File: src/rtl/core/key_debounce_event_fifo_unit_defines.svh
// ----------------------------------------------------------------------------
// key debounce event fifo assertion macros
// clocked on clk_i and disabled while rst_ni is low
// ----------------------------------------------------------------------------
`ifndef KEY_DEBOUNCE_EVENT_FIFO_UNIT_DEFINES_SVH
`define KEY_DEBOUNCE_EVENT_FIFO_UNIT_DEFINES_SVH

// property that must hold at every edge
`define KDEF_ASSERT(lbl, prop, msg) \
  lbl: assert property (@(posedge clk_i) disable iff (!rst_ni) (prop)) else $error(msg);

// consequence that must hold in the cycle after the trigger
`define KDEF_ASSERT_NEXT(lbl, trig, cons, msg) \
  lbl: assert property (@(posedge clk_i) disable iff (!rst_ni) (trig) |=> (cons)) \
    else $error(msg);

`endif

File: src/rtl/core/kdef_pkg.sv
// ----------------------------------------------------------------------------
// kdef_pkg
// shared types, widths and code helpers of the key debounce event fifo
// ----------------------------------------------------------------------------
`default_nettype none

package kdef_pkg;

  localparam int unsigned NUM_KEYS_DEF           = 10;
  localparam int unsigned FILTER_TICKS_DEF       = 5;
  localparam int unsigned QUEUE_DEPTH_DEF        = 16;
  localparam int unsigned DEFAULT_LONG_TICKS_DEF = 100;

  localparam int unsigned LEVEL_LANES = 10;
  localparam int unsigned CMD_W       = 2;
  localparam int unsigned KEY_IDX_W   = 4;
  localparam int unsigned LONG_W      = 16;
  localparam int unsigned RPT_W       = 8;
  localparam int unsigned CODE_W      = 5;
  localparam int unsigned FILT_W      = 4;
  localparam int unsigned S_TDATA_W   = 40;
  localparam int unsigned M_TDATA_W   = 16;

  typedef enum logic [CMD_W-1:0] {
    CMD_SCAN  = 2'd0,
    CMD_READ  = 2'd1,
    CMD_CLEAR = 2'd2,
    CMD_SET   = 2'd3
  } cmd_e;

  typedef enum logic [1:0] {
    EV_PRESS   = 2'd1,
    EV_RELEASE = 2'd2,
    EV_LONG    = 2'd3
  } ev_e;

  typedef enum logic [1:0] {
    BK_IDLE,
    BK_SCAN,
    BK_READ
  } bk_state_e;

  // one classified request handed from the front to the back
  typedef struct packed {
    cmd_e                   op;
    logic [LEVEL_LANES-1:0] levels;
    logic [KEY_IDX_W-1:0]   key_idx;
    logic [LONG_W-1:0]      long_time;
    logic [RPT_W-1:0]       repeat_speed;
  } cmd_t;

  // event code 3*key + kind, kept to the low code bits
  function automatic logic [CODE_W-1:0] key_code_f(input logic [KEY_IDX_W-1:0] key,
                                                   input ev_e ev);
    logic [5:0] c;
    c = 6'({2'b00, key}) + 6'({1'b0, key, 1'b0}) + 6'({4'b0000, ev});
    return c[CODE_W-1:0];
  endfunction

endpackage

`default_nettype wire

File: src/rtl/core/kdef_ram.sv
// ----------------------------------------------------------------------------
// kdef_ram
// generic single write port ram with a registered read port
// ----------------------------------------------------------------------------
`default_nettype none

module kdef_ram #(
  parameter int unsigned WIDTH = 8,
  parameter int unsigned DEPTH = 16,
  localparam int unsigned AW   = (DEPTH > 1) ? $clog2(DEPTH) : 1
) (
  input  wire logic             clk_i,
  input  wire logic             we_i,
  input  wire logic [AW-1:0]    waddr_i,
  input  wire logic [WIDTH-1:0] wdata_i,
  input  wire logic             re_i,
  input  wire logic [AW-1:0]    raddr_i,
  output logic      [WIDTH-1:0] rdata_o
);

  logic [WIDTH-1:0] mem_q [DEPTH];
  logic [WIDTH-1:0] rdata_q;

  always_ff @(posedge clk_i) begin
    if (we_i) begin
      mem_q[waddr_i] <= wdata_i;
    end
    if (re_i) begin
      rdata_q <= mem_q[raddr_i];
    end
  end

  assign rdata_o = rdata_q;

endmodule

`default_nettype wire

File: src/rtl/core/kdef_front.sv
// ----------------------------------------------------------------------------
// kdef_front
// accepts requests, decodes and filters them, two-entry queue to the back
// ----------------------------------------------------------------------------
`default_nettype none

module kdef_front
  import kdef_pkg::*;
#(
  parameter int unsigned NUM_KEYS = NUM_KEYS_DEF
) (
  input  wire logic                 clk_i,
  input  wire logic                 rst_ni,
  input  wire logic                 s_valid_i,
  output logic                      s_ready_o,
  input  wire logic [S_TDATA_W-1:0] s_tdata_i,
  input  wire logic [CMD_W-1:0]     s_tuser_i,
  output logic                      cmd_valid_o,
  output cmd_t                      cmd_o,
  input  wire logic                 cmd_ready_i
);

  cmd_t       dec;
  logic       keep;
  logic       push;
  logic       pop;
  cmd_t       slot_q [2];
  logic       wr_ptr_q, wr_ptr_d;
  logic       rd_ptr_q, rd_ptr_d;
  logic [1:0] cnt_q, cnt_d;

  // unpack the request
  always_comb begin
    dec.op           = cmd_e'(s_tuser_i);
    dec.levels       = s_tdata_i[9:0];
    dec.key_idx      = s_tdata_i[13:10];
    dec.long_time    = s_tdata_i[29:14];
    dec.repeat_speed = s_tdata_i[37:30];
  end

  // a set on a key that does not exist has no effect at all
  assign keep = !((dec.op == CMD_SET) && ({1'b0, dec.key_idx} >= 5'(NUM_KEYS)));

  assign s_ready_o   = (cnt_q != 2'd2);
  assign push        = s_valid_i && s_ready_o && keep;
  assign cmd_valid_o = (cnt_q != 2'd0);
  assign cmd_o       = slot_q[rd_ptr_q];
  assign pop         = cmd_valid_o && cmd_ready_i;

  always_comb begin
    wr_ptr_d = push ? !wr_ptr_q : wr_ptr_q;
    rd_ptr_d = pop ? !rd_ptr_q : rd_ptr_q;
    cnt_d    = cnt_q + 2'(push) - 2'(pop);
  end

  always_ff @(posedge clk_i or negedge rst_ni) begin
    if (!rst_ni) begin
      wr_ptr_q <= 1'b0;
      rd_ptr_q <= 1'b0;
      cnt_q    <= 2'd0;
    end else begin
      wr_ptr_q <= wr_ptr_d;
      rd_ptr_q <= rd_ptr_d;
      cnt_q    <= cnt_d;
    end
  end

  always_ff @(posedge clk_i) begin
    if (push) begin
      slot_q[wr_ptr_q] <= dec;
    end
  end

endmodule

`default_nettype wire

File: src/rtl/core/kdef_back.sv
// ----------------------------------------------------------------------------
// kdef_back
// sequencer: walks the keys on a scan tick, keeps the code ring, serves reads
// ----------------------------------------------------------------------------
`default_nettype none

`include "key_debounce_event_fifo_unit_defines.svh"

module kdef_back
  import kdef_pkg::*;
#(
  parameter int unsigned NUM_KEYS           = NUM_KEYS_DEF,
  parameter int unsigned FILTER_TICKS       = FILTER_TICKS_DEF,
  parameter int unsigned QUEUE_DEPTH        = QUEUE_DEPTH_DEF,
  parameter int unsigned DEFAULT_LONG_TICKS = DEFAULT_LONG_TICKS_DEF
) (
  input  wire logic                   clk_i,
  input  wire logic                   rst_ni,
  input  wire logic                   cmd_valid_i,
  input  wire cmd_t                   cmd_i,
  output logic                        cmd_ready_o,
  output logic                        out_valid_o,
  input  wire logic                   out_ready_i,
  output logic [CODE_W-1:0]           out_code_o,
  output logic [LEVEL_LANES-1:0]      out_states_o
);

  localparam int unsigned KIDX_W = (NUM_KEYS > 1) ? $clog2(NUM_KEYS) : 1;
  localparam int unsigned KCNT_W = $clog2(NUM_KEYS + 1);
  localparam int unsigned QW     = $clog2(QUEUE_DEPTH);
  localparam logic [QW-1:0] QLAST = QW'(QUEUE_DEPTH - 1);

  function automatic logic [QW-1:0] ring_next(input logic [QW-1:0] p);
    return (p == QLAST) ? '0 : p + 1'b1;
  endfunction

  bk_state_e              state_q, state_d;
  logic [KCNT_W-1:0]      key_q, key_d;
  logic [LEVEL_LANES-1:0] levels_q, levels_d;
  logic                   pend_v_q, pend_v_d;
  logic [CODE_W-1:0]      pend_code_q, pend_code_d;
  logic [QW-1:0]          head_q, head_d;
  logic [QW-1:0]          tail_q, tail_d;
  logic                   rd_empty_q, rd_empty_d;
  logic                   out_v_q, out_v_d;
  logic [CODE_W-1:0]      out_code_q, out_code_d;
  logic [LEVEL_LANES-1:0] out_states_q, out_states_d;

  // per-key state
  logic [FILT_W-1:0]   filt_q [NUM_KEYS];
  logic [NUM_KEYS-1:0] dbs_q;
  logic [LONG_W-1:0]   hold_q [NUM_KEYS];
  logic [RPT_W-1:0]    rcnt_q [NUM_KEYS];
  logic [LONG_W-1:0]   lim_q  [NUM_KEYS];
  logic [RPT_W-1:0]    per_q  [NUM_KEYS];

  logic [KIDX_W-1:0]      kidx;
  logic [KIDX_W-1:0]      sidx;
  logic [15:0]            lv_ext;
  logic                   raw;
  logic [FILT_W-1:0]      f_n;
  logic                   d_n;
  logic [LONG_W-1:0]      h_n;
  logic [RPT_W-1:0]       r_n;
  logic                   ev_a_v, ev_b_v;
  ev_e                    ev_b;
  logic                   first_v, sec_v;
  logic [CODE_W-1:0]      first_code, sec_code;
  logic                   key_we, set_we;
  logic                   push_v;
  logic [CODE_W-1:0]      push_code;
  logic                   q_full;
  logic                   ram_we, ram_re;
  logic [CODE_W-1:0]      ram_rdata;
  logic [LEVEL_LANES-1:0] states_vec;
  logic                   cmd_ready;

  assign kidx   = key_q[KIDX_W-1:0];
  assign sidx   = cmd_i.key_idx[KIDX_W-1:0];
  assign lv_ext = 16'(levels_q);
  assign raw    = lv_ext[4'(kidx)];

  // one debounce step of the current key
  always_comb begin
    f_n    = filt_q[kidx];
    d_n    = dbs_q[kidx];
    h_n    = hold_q[kidx];
    r_n    = rcnt_q[kidx];
    ev_a_v = 1'b0;
    ev_b_v = 1'b0;
    ev_b   = EV_LONG;
    if (raw) begin
      if (filt_q[kidx] < FILT_W'(FILTER_TICKS)) begin
        f_n = FILT_W'(FILTER_TICKS);
      end else if (filt_q[kidx] < FILT_W'(2 * FILTER_TICKS)) begin
        f_n = filt_q[kidx] + 1'b1;
      end else begin
        if (!dbs_q[kidx]) begin
          d_n    = 1'b1;
          ev_a_v = 1'b1;
        end
        if (lim_q[kidx] != '0) begin
          if (hold_q[kidx] < lim_q[kidx]) begin
            h_n = hold_q[kidx] + 1'b1;
            if (h_n == lim_q[kidx]) begin
              ev_b_v = 1'b1;
              ev_b   = EV_LONG;
            end
          end else if (per_q[kidx] != '0) begin
            r_n = rcnt_q[kidx] + 1'b1;
            if (r_n >= per_q[kidx]) begin
              r_n    = '0;
              ev_b_v = 1'b1;
              ev_b   = EV_PRESS;
            end
          end
        end
      end
    end else begin
      if (filt_q[kidx] > FILT_W'(FILTER_TICKS)) begin
        f_n = FILT_W'(FILTER_TICKS);
      end else if (filt_q[kidx] != '0) begin
        f_n = filt_q[kidx] - 1'b1;
      end else if (dbs_q[kidx]) begin
        d_n    = 1'b0;
        ev_a_v = 1'b1;
      end
      h_n = '0;
      r_n = '0;
    end
  end

  // press or release goes first, long or repeat code second
  always_comb begin
    first_v    = ev_a_v || ev_b_v;
    sec_v      = ev_a_v && ev_b_v;
    first_code = ev_a_v ? key_code_f(4'(kidx), raw ? EV_PRESS : EV_RELEASE)
                        : key_code_f(4'(kidx), ev_b);
    sec_code   = key_code_f(4'(kidx), ev_b);
  end

  for (genvar g = 0; g < LEVEL_LANES; g++) begin : g_states
    if (g < NUM_KEYS) begin : g_lane
      assign states_vec[g] = dbs_q[g];
    end else begin : g_none
      assign states_vec[g] = 1'b0;
    end
  end

  assign q_full = (ring_next(tail_q) == head_q);

  always_comb begin
    state_d      = state_q;
    key_d        = key_q;
    levels_d     = levels_q;
    pend_v_d     = pend_v_q;
    pend_code_d  = pend_code_q;
    head_d       = head_q;
    tail_d       = tail_q;
    rd_empty_d   = rd_empty_q;
    out_v_d      = out_v_q;
    out_code_d   = out_code_q;
    out_states_d = out_states_q;
    cmd_ready    = 1'b0;
    key_we       = 1'b0;
    set_we       = 1'b0;
    push_v       = 1'b0;
    push_code    = first_code;
    ram_re       = 1'b0;

    if (out_v_q && out_ready_i) begin
      out_v_d = 1'b0;
    end

    unique case (state_q)
      BK_IDLE: begin
        if (cmd_valid_i) begin
          unique case (cmd_i.op)
            CMD_SCAN: begin
              cmd_ready = 1'b1;
              levels_d  = cmd_i.levels;
              key_d     = '0;
              pend_v_d  = 1'b0;
              state_d   = BK_SCAN;
            end
            CMD_READ: begin
              if (!out_v_q) begin
                cmd_ready  = 1'b1;
                ram_re     = 1'b1;
                rd_empty_d = (head_q == tail_q);
                state_d    = BK_READ;
              end
            end
            CMD_CLEAR: begin
              cmd_ready = 1'b1;
              head_d    = tail_q;
            end
            CMD_SET: begin
              cmd_ready = 1'b1;
              set_we    = 1'b1;
            end
          endcase
        end
      end
      BK_SCAN: begin
        if (pend_v_q) begin
          push_v    = 1'b1;
          push_code = pend_code_q;
          pend_v_d  = 1'b0;
        end else if (key_q == KCNT_W'(NUM_KEYS)) begin
          state_d = BK_IDLE;
        end else begin
          key_we      = 1'b1;
          push_v      = first_v;
          push_code   = first_code;
          pend_v_d    = sec_v;
          pend_code_d = sec_code;
          key_d       = key_q + 1'b1;
        end
      end
      BK_READ: begin
        out_v_d      = 1'b1;
        out_code_d   = rd_empty_q ? '0 : ram_rdata;
        out_states_d = states_vec;
        if (!rd_empty_q) begin
          head_d = ring_next(head_q);
        end
        state_d = BK_IDLE;
      end
      default: begin
        state_d = BK_IDLE;
      end
    endcase

    // a code for a full ring is dropped
    ram_we = push_v && !q_full;
    if (ram_we) begin
      tail_d = ring_next(tail_q);
    end
  end

  always_ff @(posedge clk_i or negedge rst_ni) begin
    if (!rst_ni) begin
      state_q    <= BK_IDLE;
      key_q      <= '0;
      pend_v_q   <= 1'b0;
      head_q     <= '0;
      tail_q     <= '0;
      rd_empty_q <= 1'b1;
      out_v_q    <= 1'b0;
    end else begin
      state_q    <= state_d;
      key_q      <= key_d;
      pend_v_q   <= pend_v_d;
      head_q     <= head_d;
      tail_q     <= tail_d;
      rd_empty_q <= rd_empty_d;
      out_v_q    <= out_v_d;
    end
  end

  always_ff @(posedge clk_i) begin
    levels_q     <= levels_d;
    pend_code_q  <= pend_code_d;
    out_code_q   <= out_code_d;
    out_states_q <= out_states_d;
  end

  always_ff @(posedge clk_i or negedge rst_ni) begin
    if (!rst_ni) begin
      dbs_q <= '0;
      for (int k = 0; k < NUM_KEYS; k++) begin
        filt_q[k] <= FILT_W'(FILTER_TICKS / 2);
        hold_q[k] <= '0;
        rcnt_q[k] <= '0;
        lim_q[k]  <= LONG_W'(DEFAULT_LONG_TICKS);
        per_q[k]  <= '0;
      end
    end else if (key_we) begin
      filt_q[kidx] <= f_n;
      dbs_q[kidx]  <= d_n;
      hold_q[kidx] <= h_n;
      rcnt_q[kidx] <= r_n;
    end else if (set_we) begin
      lim_q[sidx]  <= cmd_i.long_time;
      per_q[sidx]  <= cmd_i.repeat_speed;
      rcnt_q[sidx] <= '0;
    end
  end

  kdef_ram #(
    .WIDTH (CODE_W),
    .DEPTH (QUEUE_DEPTH)
  ) u_code_ram (
    .clk_i   (clk_i),
    .we_i    (ram_we),
    .waddr_i (tail_q),
    .wdata_i (push_code),
    .re_i    (ram_re),
    .raddr_i (head_q),
    .rdata_o (ram_rdata)
  );

  assign cmd_ready_o  = cmd_ready;
  assign out_valid_o  = out_v_q;
  assign out_code_o   = out_code_q;
  assign out_states_o = out_states_q;

  `KDEF_ASSERT(a_ptr_range, (head_q <= QLAST) && (tail_q <= QLAST), "ring pointer out of range")
  `KDEF_ASSERT_NEXT(a_read_done, state_q == BK_READ, out_v_q && state_q == BK_IDLE, "read stuck")
  `KDEF_ASSERT(a_pend_scan, !pend_v_q || (state_q == BK_SCAN), "code pending outside a scan")
  `KDEF_ASSERT(a_key_bound, key_q <= KCNT_W'(NUM_KEYS), "key walk past the last key")

endmodule

`default_nettype wire

File: src/rtl/core/key_debounce_event_fifo_unit.sv
// a read result is registered: a taken read passes the BK_READ state, then the output register,
//   and a read request is taken only while no result is held (empty output)
// throughput: a scan tick occupies the back sequencer while it walks the keys one per cycle,
//   with an extra step for each key that queues two codes in that tick
// clear and set are handled in the idle state; a read also passes the BK_READ state for the ram read
// reset: async active low; all keys released, filters at half, ring empty, no result valid
// ----------------------------------------------------------------------------
// key_debounce_event_fifo_unit
// debounces key levels on scan ticks, queues press, release, long and repeat
// codes in a ring and pops one code per read request
// ----------------------------------------------------------------------------
`default_nettype none

module key_debounce_event_fifo_unit
  import kdef_pkg::*;
#(
  parameter int unsigned NUM_KEYS           = NUM_KEYS_DEF,
  parameter int unsigned FILTER_TICKS       = FILTER_TICKS_DEF,
  parameter int unsigned QUEUE_DEPTH        = QUEUE_DEPTH_DEF,
  parameter int unsigned DEFAULT_LONG_TICKS = DEFAULT_LONG_TICKS_DEF
) (
  input  wire logic                 clk_i,
  input  wire logic                 rst_ni,
  // request channel
  input  wire logic                 s_axis_tvalid,
  output logic                      s_axis_tready,
  // key_levels[9:0], key_index[13:10], long_time[29:14], repeat_speed[37:30], zero[39:38]
  input  wire logic [S_TDATA_W-1:0] s_axis_tdata,
  // cmd[1:0]: scan tick, read one code, clear queue, set key parameters
  input  wire logic [CMD_W-1:0]     s_axis_tuser,
  // result channel, one item per read request
  output logic                      m_axis_tvalid,
  input  wire logic                 m_axis_tready,
  // key_code[4:0], pressed_states[14:5], zero[15]
  output logic [M_TDATA_W-1:0]      m_axis_tdata
);

  // classified requests between front and back
  cmd_t                   cmd;
  logic                   cmd_valid;
  logic                   cmd_ready;
  logic [CODE_W-1:0]      out_code;
  logic [LEVEL_LANES-1:0] out_states;

  // front: decode, drop sets on missing keys, buffer two requests
  kdef_front #(
    .NUM_KEYS (NUM_KEYS)
  ) u_front (
    .clk_i       (clk_i),
    .rst_ni      (rst_ni),
    .s_valid_i   (s_axis_tvalid),
    .s_ready_o   (s_axis_tready),
    .s_tdata_i   (s_axis_tdata),
    .s_tuser_i   (s_axis_tuser),
    .cmd_valid_o (cmd_valid),
    .cmd_o       (cmd),
    .cmd_ready_i (cmd_ready)
  );

  // back: key walk, code ring in ram, output register
  kdef_back #(
    .NUM_KEYS           (NUM_KEYS),
    .FILTER_TICKS       (FILTER_TICKS),
    .QUEUE_DEPTH        (QUEUE_DEPTH),
    .DEFAULT_LONG_TICKS (DEFAULT_LONG_TICKS)
  ) u_back (
    .clk_i        (clk_i),
    .rst_ni       (rst_ni),
    .cmd_valid_i  (cmd_valid),
    .cmd_i        (cmd),
    .cmd_ready_o  (cmd_ready),
    .out_valid_o  (m_axis_tvalid),
    .out_ready_i  (m_axis_tready),
    .out_code_o   (out_code),
    .out_states_o (out_states)
  );

  // pack the result, code in the low bits
  assign m_axis_tdata = {1'b0, out_states, out_code};

endmodule

`default_nettype wire

File: config.mk
export PLATFORM = sky130hd
export DESIGN_NAME = key_debounce_event_fifo_unit
export DESIGN_NICKNAME = d
export VERILOG_FILES = /design/src/rtl/core/kdef_pkg.sv /design/src/rtl/core/kdef_ram.sv /design/src/rtl/core/kdef_front.sv /design/src/rtl/core/kdef_back.sv /design/src/rtl/core/key_debounce_event_fifo_unit.sv
export VERILOG_INCLUDE_DIRS = /design/src /design/src/rtl/core
export SDC_FILE = /design/constraint.sdc
export NUM_CORES = 1
export LEC_CHECK = 0
export BUFFER_PORTS_ARGS = -buffer_cell sky130_fd_sc_hd__buf_2
export CORE_UTILIZATION = 28
export CTS_BUF_LIST = sky130_fd_sc_hd__clkbuf_4
export CTS_CLUSTER_DIAMETER = 150
export DETAILED_ROUTE_END_ITERATION = 6
export GPL_TIMING_DRIVEN = 0
export HOLD_SLACK_MARGIN = 0.06
export PLACE_DENSITY_LB_ADDON = 0.2
export SLEW_MARGIN = 20
export SYNTH_ARGS = -nofsm -noshare
export SYNTH_HDL_FRONTEND = slang
export SYNTH_SLANG_ARGS = --single-unit
File: constraint.sdc
create_clock -name clk_i -period 9.5 [get_ports clk_i]
set_clock_uncertainty 0.1 [all_clocks]
set_input_delay 0.475 -clock clk_i [delete_from_list [all_inputs] [get_ports clk_i]]
set_output_delay 0.475 -clock clk_i [all_outputs]
set_load 0.005 [all_outputs]
==> run metrics <==
status=completed; Hold Slack=around 250 ps; combinational power share=0.437; CTS clock-pin slew for the worst setup and hold paths=approximately 70 ps; worst vdd ir=~160 uV; max_cap viols=0; Main synth FF type=dfrtp_1; CTS sink cnt=between 700 and 800; synthesized area per cell=11.23 sq um; Die W=approximately 350 microns; Chip Height=between 300 and 400 microns; required time of the critical path=10220 ps; Via density=4.996; core area=between 0.1 and 0.15 sq mm; H-tree Lvls=4; Post-DP HPWL=82990 microns; synth unique cells=86; RePlAce Congestion=slightly above 0.9; final cycle utilization of the critical path=0.8459; Fmax achieved=0.1244 GHz; Hold Path Depth=4; Post-CTS Setup Inserts=0; Reg2Reg Depth=19; initial antenna violation count=3; mux contribution to synthesized area=0.1176; YS warnings=0; share of the synthesized area in the top cell type=0.3700; CTS tree=yes; main combinational cell family by area after synthesis=compound AO/OA/AOI/OAI gates; PostCTS Resize Cnt=0; fraction of the yosys area taken by sequential cells=0.5709; Sw Ratio=0.4311; Psw=a little under 6000 uW; Synth Register Bits=746; top post-synthesis cells by area=dfrtp_1 37%, edfxtp_1 17%, mux2i_1 5.0%; initial core utilization=0.2827; vias in the first global route=around 26000; total global routing overflow=0; DRT antenna net count=0; post-route minimum period=approximately 8000 ps; Clock power frac=0.220; cell area after synthesis=0.03450 sq mm; Fin. Hold Viols=0; first-pass GRT wire length=178500 microns; Rows=128; kind of critical path=reg -> reg; adder-cell area share of the yosys netlist=0.01857; initial DRC count=around 2100; pwr/cell area=338.2 mW/mm^2; cell-internal power=7873 uW; Clock Latency Late Sink=around 1200 ps; placed instance area=roughly 0.037 sq mm; PnR worst setup slack=1464 ps; clk buf depth=3; sequential share of power=0.343; TritonCTS buffer count=~200; Area Growth Syn to Fin=18.62%; Final setup viols=0; Port Buffers=60; Arr. time, crit path=8760 ps; Routed wire per std cell=23.14 microns; Vias=26180; Worst setup SP type=register; Post-synth EDFFs=195; worst-path maximum fanout=16; layout cells sized above 1=0.1969; CTS Root Cell=clkbuf_4; async set or reset register ratio after synthesis=0.7386; simple-gate share of the synthesized area=0.1005; Worst Tran Pin Value=1137 ps; leakage power=0.01693 uW; RSZ-0062 raised after global routing=false; DIE AREA=0.1246 sq mm; compound-cell area share of the yosys netlist=0.1380; cts hold-fix bufs=86; Setup WS pre-CTS=1532 ps; max-slew violation count=0; Synth Instances=a little over 3000; 1st-pass router iterations=7; Synthesized Nets=3167; Worst Setup End Kind=register; fin area=0.04092 sq mm; Worst slew margin=0.2369; Final Routed Wirelength=121200 microns; NumNets Final=3529; Synth area leader=dfrtp_1; Total GRT Usage=0.1939; hold crit path type=in -> reg; largest net degree at the start of global routing=97; DRC=0; Fin Setup TNS=0 ps; Synth Area in XOR/XNOR=0.01697; Top Ports=64
final timing paths:
path / startpoint / end / slack (ps)
max: u_back.key_q[3] / u_back.u_code_ram.mem_q[9][1] / 1460
min: s_axis_tvalid / u_front.wr_ptr_q / 250
max reg2reg: u_back.key_q[3] / u_back.u_code_ram.mem_q[9][1] / 1460
min reg2reg: u_back.hold_q[0] / u_back.hold_q[0] / 380
max in group asynchronous: rst_ni / u_back.per_q[49] / 7880
min in group asynchronous: rst_ni / u_back.tail_q[2] / 360
layout make-up:
type | instances | area [sq um]
Fill cell | 12600 | 81120
Sequential cell | 746 | 19700
Antenna cell | 8 | 20.02
Buffer | 208 | 1040
Inverter | 68 | 255.2
Tap cell | 1625 | 2033
Clock inverter | 52 | 295.3
Timing Repair Buffer | 159 | 1425
Multi-Input combinational cell | 2049 | 13720
Clock buffer | 324 | 2432
power groups by stage:
| stage | clock network, uW | registers, uW | logic, uW |
|---|---|---|---|
| after floorplan | 0 | 4670 | 3680 |
| after global placement | 0 | 4800 | 5840 |
| after detailed placement | 0 | 4790 | 5970 |
| after CTS | 3140 | 4740 | 6010 |
| after global routing | 3310 | 4820 | 6460 |
| final | 3050 | 4740 | 6050 |
logic make-up after synthesis:
kind of cell,Yosys count
simple gates,819
compound gates,801
flops,746
mux,312
buf+inv,276
xor+xnor,66
fa+ha+maj,50
other cells,1
layout by cell type (no fill, tap or decap), types with 85 or more instances in the layout:
cell	n
dfrtp_1	510
nor2_1	270
edfxtp_1	195
o21ai_0	265
nand2_1	405
mux2i_1	165
clkbuf_4	324
o31ai_1	132
a21oi_1	232
dlygate4sd3_1	85
clkbuf_1	146
registers in the layout (all words and copies together) (netlist names), 10 cells and up:
name,flops
u_back.hold_q,160
u_back.lim_q,160
u_back.per_q,80
u_back.rcnt_q,80
u_back.u_code_ram.mem_q,80
u_front.slot_q,80
u_back.filt_q,40
u_back.dbs_q,10
u_back.levels_q,10
u_back.out_states_o,10
critical path, cell delays in order (launching register included):
cell and delay (ps):
dfrtp_1 570, inv_1 170, clkbuf_1 640, clkbuf_1 750
clkbuf_2 650, buf_1 690, a21oi_1 130, o21ai_0 510
nand3b_1 190, or3_1 420, xnor2_1 230, ha_1 300
a21o_1 200, a31oi_1 530, nor3_1 190, inv_1 170
ha_1 270, xor2_1 170, mux2i_1 110, a21oi_2 680
stage by stage:
| step | power [uW] | std cells | util |
|---|---|---|---|
| 2_1_floorplan | 8352 | 3071 | - |
| 3_3_place_gp | 10640 | 4756 | 0.3018 |
| 3_5_place_dp | 10760 | 4769 | 0.3052 |
| 4_1_cts | 13890 | 5231 | 0.3348 |
| 5_1_grt | 14590 | 5239 | 0.3353 |
| 6_report | 13840 | 5239 | 0.3353 |
Yosys cell counts, drive strengths merged, types with 66 or more instances:
master and number:
dfrtp 510, nand2 407, o21ai 277, nor2 274, a21oi 239, edfxtp 195
mux2i 173, clkbuf 152, o31ai 133, mux2 73, inv 68, mux4 66
routing by layer:
metal	track usage	routed length (microns)	vias up
met2	0.3022	55360	808
li1	-	-	11940
met5	0	0	-
met3	0.03587	6727	193
met4	0.07108	3444	0
met1	0.2679	55680	13240
Note: power is estimated with default switching activity, not from simulation.
